==> src/rtl/pts_pkg.sv <==
// Shared types, constants and helpers of the priority task scheduler.
package pts_pkg;

  localparam int TASKS    = 32;
  localparam int LEVELS   = 8;
  localparam int TASK_W   = 5;
  localparam int PTR_W    = TASK_W + 1;
  localparam int LVL_W    = 3;
  localparam int TICK_W   = 64;

  localparam logic [PTR_W-1:0] NIL = PTR_W'(TASKS);

  localparam logic [1:0] ST_UNUSED  = 2'd0;
  localparam logic [1:0] ST_READY   = 2'd1;
  localparam logic [1:0] ST_RUNNING = 2'd2;
  localparam logic [1:0] ST_BLOCKED = 2'd3;

  localparam logic [2:0] EV_TICK    = 3'd0;
  localparam logic [2:0] EV_ADMIT   = 3'd1;
  localparam logic [2:0] EV_BLOCK   = 3'd2;
  localparam logic [2:0] EV_UNBLOCK = 3'd3;
  localparam logic [2:0] EV_YIELD   = 3'd4;
  localparam logic [2:0] EV_SLEEP   = 3'd5;

  localparam logic [7:0] SLICE_BASE_RESET = 8'd10;

  typedef struct packed {
    logic [TICK_W-1:0] sum;
    logic              le;
  } alu_res_t;

  // Slice given on every queueing: base plus LEVELS minus the level, capped at 255.
  function automatic logic [7:0] fresh_slice(input logic [7:0] base, input logic [LVL_W-1:0] lv);
    logic [9:0] v;
    v = {2'b00, base} + 10'(LEVELS) - {{(10-LVL_W){1'b0}}, lv};
    return (v > 10'd255) ? 8'd255 : v[7:0];
  endfunction

endpackage

==> src/rtl/priority_task_scheduler_unit.sv <==
// Priority task scheduler: multilevel ready queues, sorted sleep list, sequencer.
// A refused request passes only through decode and done; a tick wakes due sleepers one per
// pass and a sleep walks the sleep list one entry at a time, so list walks set the length.
// Throughput: one transaction at a time; s_tready is high only while the sequencer is idle.
// Reset (rst, synchronous, active high) clears task states, ready bitmap, sleep list,
// tick counter and running task, and loads slice_base with 10; no clearing pass is needed.
module priority_task_scheduler_unit
  import pts_pkg::*;
(
  input  logic        clk,
  input  logic        rst,
  input  logic        cfg_wr_en,
  input  logic [7:0]  cfg_wr_data,
  input  logic        s_tvalid,
  output logic        s_tready,
  input  logic [47:0] s_tdata,   // task_id[4:0], priority_req[9:5], sleep_ticks[41:10], zero
  input  logic [2:0]  s_tuser,   // kind[2:0]
  output logic        m_tvalid,
  input  logic        m_tready,
  output logic [47:0] m_tdata    // running_task[4:0], cpu_idle[5], switched[6], ignored[7],
                                 // ready_levels[15:8], zero[39:16], slice_left[47:40]
);

  // Sequencer states.
  localparam logic [3:0] S_IDLE      = 4'd0;
  localparam logic [3:0] S_DECODE    = 4'd1;
  localparam logic [3:0] S_ENQ       = 4'd2;
  localparam logic [3:0] S_WAKE      = 4'd3;
  localparam logic [3:0] S_SLICE     = 4'd4;
  localparam logic [3:0] S_DISPATCH  = 4'd5;
  localparam logic [3:0] S_TAKE      = 4'd6;
  localparam logic [3:0] S_DEQ_WALK  = 4'd7;
  localparam logic [3:0] S_SREM_WALK = 4'd8;
  localparam logic [3:0] S_SINS_WALK = 4'd9;
  localparam logic [3:0] S_DONE      = 4'd10;

  logic [3:0] state;
  logic [3:0] ret_state;

  // Task tables. Link pointers, queue ends and per-task payload are only read after
  // being written, so they carry no reset.
  logic [1:0]        task_status [TASKS];
  logic [LVL_W-1:0]  task_level  [TASKS];
  logic [7:0]        task_slice  [TASKS];
  logic [TICK_W-1:0] wake_tick   [TASKS];
  logic [PTR_W-1:0]  link_next   [TASKS];
  logic [PTR_W-1:0]  queue_head  [LEVELS];
  logic [PTR_W-1:0]  queue_tail  [LEVELS];
  logic [LEVELS-1:0] level_bitmap;
  logic [PTR_W-1:0]  sleep_head;
  logic [TICK_W-1:0] tick_count;
  logic [PTR_W-1:0]  current_task;
  logic [7:0]        slice_base;

  // Latched transaction and working registers of the sequencer.
  logic [2:0]        ev_kind;
  logic [TASK_W-1:0] ev_id;
  logic [4:0]        ev_prio;
  logic [31:0]       ev_ticks;
  logic [PTR_W-1:0]  before_task;
  logic              ign;
  logic [PTR_W-1:0]  enq_task;
  logic [PTR_W-1:0]  walk_prev;
  logic [PTR_W-1:0]  walk_cur;
  logic [TICK_W-1:0] wake_key;
  logic [LVL_W-1:0]  disp_lv;
  logic [PTR_W-1:0]  disp_nxt;

  logic [TICK_W-1:0] alu_a;
  logic [TICK_W-1:0] alu_b;
  alu_res_t          alu_res;

  pts_alu u_alu (
    .a   (alu_a),
    .b   (alu_b),
    .res (alu_res)
  );

  // Operand selection for the shared adder and comparator.
  always_comb begin
    alu_a = tick_count;
    alu_b = TICK_W'(1);
    unique case (state)
      S_DECODE: begin
        alu_a = tick_count;
        alu_b = (ev_kind == EV_SLEEP) ? {32'd0, ev_ticks} : TICK_W'(1);
      end
      S_WAKE: begin
        alu_a = wake_tick[sleep_head[TASK_W-1:0]];
        alu_b = tick_count;
      end
      S_SINS_WALK: begin
        alu_a = wake_tick[walk_cur[TASK_W-1:0]];
        alu_b = wake_key;
      end
      default: begin
        alu_a = tick_count;
        alu_b = TICK_W'(1);
      end
    endcase
  end

  logic [TASK_W-1:0] cur_idx;
  logic              cur_valid;
  logic              cur_runs;
  logic [1:0]        id_status;
  logic [LVL_W-1:0]  low_lv;
  logic [LVL_W-1:0]  enq_lv;
  logic [7:0]        dec_slice;

  always_comb begin
    cur_idx   = current_task[TASK_W-1:0];
    cur_valid = !current_task[PTR_W-1];
    cur_runs  = cur_valid && (task_status[cur_idx] == ST_RUNNING);
    id_status = task_status[ev_id];
    enq_lv    = task_level[enq_task[TASK_W-1:0]];
    dec_slice = (task_slice[cur_idx] != 8'd0) ? task_slice[cur_idx] - 8'd1 : 8'd0;
    low_lv    = '0;
    for (int i = LEVELS - 1; i >= 0; i--) begin
      if (level_bitmap[i]) begin
        low_lv = LVL_W'(i);
      end
    end
  end

  assign s_tready = (state == S_IDLE);

  always_ff @(posedge clk) begin
    if (rst) begin
      state        <= S_IDLE;
      ret_state    <= S_DONE;
      level_bitmap <= '0;
      sleep_head   <= NIL;
      tick_count   <= '0;
      current_task <= NIL;
      slice_base   <= SLICE_BASE_RESET;
      m_tvalid     <= 1'b0;
      for (int i = 0; i < TASKS; i++) begin
        task_status[i] <= ST_UNUSED;
      end
    end else begin
      if (cfg_wr_en) begin
        slice_base <= cfg_wr_data;
      end
      // The result register empties on a handshake unless a new result is loaded below.
      if (m_tvalid && m_tready && state != S_DONE) begin
        m_tvalid <= 1'b0;
      end

      unique case (state)
        S_IDLE: begin
          if (s_tvalid) begin
            ev_kind     <= s_tuser;
            ev_id       <= s_tdata[4:0];
            ev_prio     <= s_tdata[9:5];
            ev_ticks    <= s_tdata[41:10];
            before_task <= current_task;
            ign         <= 1'b0;
            state       <= S_DECODE;
          end
        end

        S_DECODE: begin
          unique case (ev_kind)
            EV_TICK: begin
              tick_count <= alu_res.sum;
              state      <= S_WAKE;
            end
            EV_ADMIT: begin
              if (id_status != ST_UNUSED) begin
                ign   <= 1'b1;
                state <= S_DONE;
              end else begin
                task_level[ev_id] <= (ev_prio >= 5'(LEVELS)) ? LVL_W'(LEVELS - 1)
                                                               : ev_prio[LVL_W-1:0];
                enq_task  <= {1'b0, ev_id};
                ret_state <= S_DONE;
                state     <= S_ENQ;
              end
            end
            EV_BLOCK: begin
              if (id_status == ST_UNUSED || id_status == ST_BLOCKED) begin
                ign   <= 1'b1;
                state <= S_DONE;
              end else begin
                task_status[ev_id] <= ST_BLOCKED;
                if (id_status == ST_READY) begin
                  walk_prev <= NIL;
                  walk_cur  <= queue_head[task_level[ev_id]];
                  state     <= S_DEQ_WALK;
                end else if ({1'b0, ev_id} == current_task) begin
                  state <= S_DISPATCH;
                end else begin
                  state <= S_DONE;
                end
              end
            end
            EV_UNBLOCK: begin
              if (id_status != ST_BLOCKED) begin
                ign   <= 1'b1;
                state <= S_DONE;
              end else begin
                walk_prev <= NIL;
                walk_cur  <= sleep_head;
                state     <= S_SREM_WALK;
              end
            end
            EV_YIELD: begin
              if (cur_valid) begin
                task_slice[cur_idx] <= 8'd0;
              end
              state <= S_DISPATCH;
            end
            EV_SLEEP: begin
              if (!cur_valid) begin
                ign   <= 1'b1;
                state <= S_DONE;
              end else begin
                wake_tick[cur_idx]   <= alu_res.sum;
                wake_key             <= alu_res.sum;
                task_status[cur_idx] <= ST_BLOCKED;
                walk_prev            <= NIL;
                walk_cur             <= sleep_head;
                state                <= S_SINS_WALK;
              end
            end
            default: begin
              ign   <= 1'b1;
              state <= S_DONE;
            end
          endcase
        end

        // Append enq_task to the tail of its level with a fresh slice.
        S_ENQ: begin
          link_next[enq_task[TASK_W-1:0]] <= NIL;
          if (!level_bitmap[enq_lv]) begin
            queue_head[enq_lv]   <= enq_task;
            level_bitmap[enq_lv] <= 1'b1;
          end else begin
            link_next[queue_tail[enq_lv][TASK_W-1:0]] <= enq_task;
          end
          queue_tail[enq_lv]                <= enq_task;
          task_status[enq_task[TASK_W-1:0]] <= ST_READY;
          task_slice[enq_task[TASK_W-1:0]]  <= fresh_slice(slice_base, enq_lv);
          state                             <= ret_state;
        end

        // Wake due sleepers one per pass, then charge the running slice.
        S_WAKE: begin
          if (!sleep_head[PTR_W-1] && alu_res.le) begin
            sleep_head <= link_next[sleep_head[TASK_W-1:0]];
            enq_task   <= sleep_head;
            ret_state  <= S_WAKE;
            state      <= S_ENQ;
          end else begin
            state <= S_SLICE;
          end
        end

        S_SLICE: begin
          if (cur_valid) begin
            task_slice[cur_idx] <= dec_slice;
            state <= (dec_slice == 8'd0) ? S_DISPATCH : S_DONE;
          end else begin
            state <= S_DISPATCH;
          end
        end

        // Run the most urgent head, requeueing a running task; with none ready, keep it.
        S_DISPATCH: begin
          if (level_bitmap == '0) begin
            if (cur_runs) begin
              task_slice[cur_idx] <= fresh_slice(slice_base, task_level[cur_idx]);
            end else begin
              current_task <= NIL;
            end
            state <= S_DONE;
          end else begin
            disp_lv  <= low_lv;
            disp_nxt <= queue_head[low_lv];
            if (cur_runs) begin
              enq_task  <= current_task;
              ret_state <= S_TAKE;
              state     <= S_ENQ;
            end else begin
              state <= S_TAKE;
            end
          end
        end

        S_TAKE: begin
          queue_head[disp_lv] <= link_next[disp_nxt[TASK_W-1:0]];
          if (queue_tail[disp_lv] == disp_nxt) begin
            queue_tail[disp_lv] <= NIL;
          end
          if (link_next[disp_nxt[TASK_W-1:0]] == NIL) begin
            level_bitmap[disp_lv] <= 1'b0;
          end
          task_status[disp_nxt[TASK_W-1:0]] <= ST_RUNNING;
          current_task                      <= disp_nxt;
          state                             <= S_DONE;
        end

        // Unlink a ready task from anywhere in its queue, head included.
        S_DEQ_WALK: begin
          if (walk_cur[PTR_W-1]) begin
            state <= S_DONE;
          end else if (walk_cur == {1'b0, ev_id}) begin
            if (walk_prev[PTR_W-1]) begin
              queue_head[task_level[ev_id]] <= link_next[ev_id];
              if (link_next[ev_id] == NIL) begin
                level_bitmap[task_level[ev_id]] <= 1'b0;
              end
            end else begin
              link_next[walk_prev[TASK_W-1:0]] <= link_next[ev_id];
            end
            if (queue_tail[task_level[ev_id]] == {1'b0, ev_id}) begin
              queue_tail[task_level[ev_id]] <= walk_prev;
            end
            state <= S_DONE;
          end else begin
            walk_prev <= walk_cur;
            walk_cur  <= link_next[walk_cur[TASK_W-1:0]];
          end
        end

        // Take an unblocked task out of the sleep list if it is there, then queue it.
        S_SREM_WALK: begin
          if (walk_cur[PTR_W-1] || walk_cur == {1'b0, ev_id}) begin
            if (!walk_cur[PTR_W-1]) begin
              if (walk_prev[PTR_W-1]) begin
                sleep_head <= link_next[ev_id];
              end else begin
                link_next[walk_prev[TASK_W-1:0]] <= link_next[ev_id];
              end
            end
            enq_task  <= {1'b0, ev_id};
            ret_state <= S_DONE;
            state     <= S_ENQ;
          end else begin
            walk_prev <= walk_cur;
            walk_cur  <= link_next[walk_cur[TASK_W-1:0]];
          end
        end

        // Insert the sleeping task after every entry that wakes no later.
        S_SINS_WALK: begin
          if (!walk_cur[PTR_W-1] && alu_res.le) begin
            walk_prev <= walk_cur;
            walk_cur  <= link_next[walk_cur[TASK_W-1:0]];
          end else begin
            link_next[cur_idx] <= walk_cur;
            if (walk_prev[PTR_W-1]) begin
              sleep_head <= current_task;
            end else begin
              link_next[walk_prev[TASK_W-1:0]] <= current_task;
            end
            state <= S_DISPATCH;
          end
        end

        S_DONE: begin
          if (!m_tvalid || m_tready) begin
            m_tdata[4:0]   <= cur_valid ? cur_idx : '0;
            m_tdata[5]     <= !cur_valid;
            m_tdata[6]     <= (before_task != current_task);
            m_tdata[7]     <= ign;
            m_tdata[39:8]  <= 32'(level_bitmap);
            m_tdata[47:40] <= cur_valid ? task_slice[cur_idx] : 8'd0;
            m_tvalid       <= 1'b1;
            state          <= S_IDLE;
          end
        end

        default: begin
          state <= S_IDLE;
        end
      endcase
    end
  end

endmodule

==> src/rtl/pts_alu.sv <==
// Shared 64-bit adder and less-or-equal comparator of the scheduler sequencer.
module pts_alu
  import pts_pkg::*;
(
  input  logic [TICK_W-1:0] a,
  input  logic [TICK_W-1:0] b,
  output alu_res_t          res
);

  always_comb begin
    res.sum = a + b;
    res.le  = (a <= b);
  end

endmodule
==> config.mk <==
export PLATFORM = sky130hd
export DESIGN_NAME = priority_task_scheduler_unit
export DESIGN_NICKNAME = d
export VERILOG_FILES = /design/src/rtl/pts_pkg.sv /design/src/rtl/priority_task_scheduler_unit.sv /design/src/rtl/pts_alu.sv
export SDC_FILE = /design/constraint.sdc
export NUM_CORES = 2
export LEC_CHECK = 0
export BUFFER_PORTS_ARGS = -buffer_cell sky130_fd_sc_hd__clkbuf_2
export CORE_UTILIZATION = 55
export CTS_BUF_LIST = sky130_fd_sc_hd__clkbuf_4 sky130_fd_sc_hd__clkbuf_8
export CTS_CLUSTER_DIAMETER = 60
export DETAILED_ROUTE_END_ITERATION = 12
export HOLD_SLACK_MARGIN = 0.12
export PLACE_DENSITY = 0.81
export SYNTH_ARGS = -nofsm -noshare
export SYNTH_HDL_FRONTEND = slang
export SYNTH_HIERARCHICAL = 1
export SYNTH_SLANG_ARGS = --single-unit
==> constraint.sdc <==
create_clock -name clk -period 11.1 [get_ports clk]
set_input_delay 1.11 -clock clk [delete_from_list [all_inputs] [get_ports clk]]
set_output_delay 1.11 -clock clk [all_outputs]
set_load 0.02 [all_outputs]
==> metrics.txt <==
largest net degree at the start of global routing 91; All-Layer GR Usage 32.4%; top post-synthesis cells by count 2919 x edfxtp_1, 1686 x mux4_2, 466 x nor2_1, 423 x clkbuf_1, 408 x nand2_1; Required @ worst endpoint 11690 ps; Flop pwr share 39.4%; CTS tree built; Inst Count DP 11900; cts hold-fix bufs 0; die width 526 microns; clock share of power 26.5%; CTS root buf clkbuf_8; I/O pin count 114; failing checks capacitance limit, slew limit; post-DP HPWL 266000 microns; Synth Cell Area 0.151 sq mm; Post-Synth Adder-Cell Area 1.18%; P_sw 0.0119 W; R2R cell count 22; CTS clk-pin slew, worst paths 70 ps; crit end category flip-flop; count of cell types in the netlist 98; CP cell instances buf_12 > buf_12 > mux4_2 > mux4_2 > mux2i_1 > nor2_1 > a21oi_1 > o21ai_0 > ha_1 > nand4_1 > nor2_1 > nor3_1 > o31ai_1 > a221o_1 > a211oi_1 > a31o_2 > a21oi_1 > nand2_1 > or2_2 > a31oi_1 > or2_1 > o22ai_1; Hold Crit Class primary input to flip-flop; number of global-route vias before repair 94600; Antenna Nets Post-Route 0; Power per Cell Area 214 mW/mm^2; final cell count without fillers 12800; Max Buffers Root-to-Sink 4; Rows 192; leading area contributor after synthesis edfxtp_1; crit start category flip-flop; Sw Ratio 33.4%; Seq/Total Area, Yosys 59.6%; hold path startpoint s_tdata[12]; Iter 0 DRT Violations 15900; first-pass GRT wire length 648000 microns; top cells by area, synth edfxtp_1 58%, mux4_2 25%, mux2i_1 2.5%, dfxtp_1 1.7%, nor2_1 1.2%; final setup skew 94.1 ps; Ys Warns 6; unrepaired setup endpoints after global routing no; Synth top area share 57.9%; via/cell ratio 7.41; maxcap violations 1; Synth Area in XOR/XNOR 0.608%; IO Port Bufs 83; DRC viols 0; post-cts resize count 0; Clock H-tree levels 5; cell area after layout 0.166 sq mm; slew margin rel. -6.10%; nets 9030; total setup buffers inserted after CTS 0; clock buffer count from CTS 465; final setup TNS 0 ps; TritonCTS sink count 3047; initial cell density of the core 55.3%; top-count cell post-synth edfxtp_1; clk_lat worst skew 1110 ps; Yosys reg bits 3047; worst-path maximum fanout 51; wire length per cell 35.3 microns; share of cells above drive strength 1 33.2%; Static Leak 54.2 nW; Final Max Tran Viols 13; Synth-to-Final Area Change 10.0%; dpl cell area 0.157 sq mm; grt ovf 0; FF-to-FF End link_next[2][3]; chip height 526 microns; GPL Wtd Cong 1.00; Worst R2R Setup Slack 850 ps; Main synth FF type edfxtp_1; CP bufs+invs 2; cell count after synthesis 8623; final wirelength 453000 microns; CP Class flip-flop to flip-flop; number of synthesized flops with an enable pin 2919; Final Hold Viols 0; average size of a mapped cell 17.5 sq um; WP data arrival 10840 ps; Post-synth ARST share 0%; Fmax 97.6 MHz; Max stage delay cell, worst path or2_1; worst slew pin tran 1580 ps; minimum clock period 10250 ps; final cycle utilization of the critical path 92.3%; status finished with violations; Hold EP ev_ticks[2]; antenna violations before repair 14; Cells on Worst Hold Path 1; Simple-Gate Fraction of Synth Area 3.93%; largest family of logic cells by synthesized area multiplexers; Fin Hold WS 185 ps; maximum vdd drop 188 uV; Synth Area in Compound Gates 4.42%; multiplexer area fraction after synthesis 27.8%; P_int 0.0237 W; crit-path leading delay family compound AO/OA/AOI/OAI gates; vias 94900; Final Total Pwr 0.0356 W; Die ar. 0.277 sq mm; endpoints failing setup 0; first drt pass iteration count 10; CP peak stage delay 920 ps; CORE AREA 0.274 sq mm; Gate power share 34.1%
worst max path at each step:
stage | startpoint | to | slack [ps] | cells past startpoint
6_report | flip-flop | link_next[2][3] | 850 | 22
5_1_grt | flip-flop | link_next[2][3] | 700 | 22
4_1_cts | flip-flop | link_next[2][4] | 1310 | 22
3_5_place_dp | flip-flop | link_next[2][2] | 1430 | 22
3_3_place_gp | flip-flop | link_next[2][2] | 1460 | 22
2_1_floorplan | rst | wake_tick[28][0] | 2550 | 6
cell type report:
cell class              count  area (sq um)
fillers                 18700        107000
well taps                3589          4490
clock inverters           208          1390
diodes                      9          22.5
inverters                 215           812
flip-flops and latches   3047         90300
clock buffers             643          7900
multi-input cells        4713         58400
repair buffers            383          3100
through the flow:
| stage | utilization, % | setup WS [ps] |
|---|---|---|
| after CTS | 60.8 | 1310 |
| after global routing | 60.8 | 698 |
| final | 60.8 | 851 |
| after detailed placement | 57.4 | 1430 |
| after global placement | 57.4 | 1460 |
| after floorplan | - | 2550 |
cells in the final DEF, fill, tap and decap left out, types with 39 or more instances in the layout:
master / Yosys / layout
nand2b_1: 41 / 40
nand4_1: 40 / 40
a22oi_1: 82 / 80
inv_1: 210 / 208
mux4_2: 1686 / 1686
clkbuf_8: 0 / 491
o21ai_0: 276 / 276
nand2_1: 408 / 407
nor3_1: 72 / 67
nand3_1: 52 / 51
dfxtp_1: 128 / 112
ha_1: 138 / 138
clkinv_1: 2 / 114
mux2i_1: 379 / 379
xnor2_2: 0 / 52
edfxtp_1: 2919 / 2919
a21oi_1: 301 / 301
a22o_1: 39 / 39
clkinv_2: 0 / 58
nor2_1: 466 / 428
buf_4: 47 / 263
clkbuf_4: 0 / 152
clkbuf_2: 1 / 82
state kept, by name, indices dropped and copies added, names as in the netlist, 48 cells and up, named ones only:
name         cells
wake_tick     2048
task_slice     256
link_next      192
task_level      96
task_status     64
tick_count      64
wake_key        64
queue_head      48
queue_tail      48
logic make-up after synthesis:
kind of cell | Yosys count
compound gates | 1042
xor+xnor | 105
fa+ha+maj | 141
buf+inv | 886
flops | 3047
mux | 2096
other cells | 1
simple gates | 1305
power by group through the flow:
stage / Clock, W / Combinational [W] / Sequential [W]
after floorplan: 0 / 0.00853 / 0.0138
after global placement: 0 / 0.0116 / 0.0142
after detailed placement: 0 / 0.0118 / 0.0142
after CTS: 0.00946 / 0.0119 / 0.0140
after global routing: 0.00992 / 0.0126 / 0.0140
final: 0.00941 / 0.0121 / 0.0140
per-layer routing:
metal  global-route usage [%]  wire length (microns)
met1                     42.2                 150000
met2                     49.2                 208000
met3                     8.91                  64000
met4                     19.0                  30700
met5                        0                    104
No activity file was read; power rests on OpenSTA's default activity.
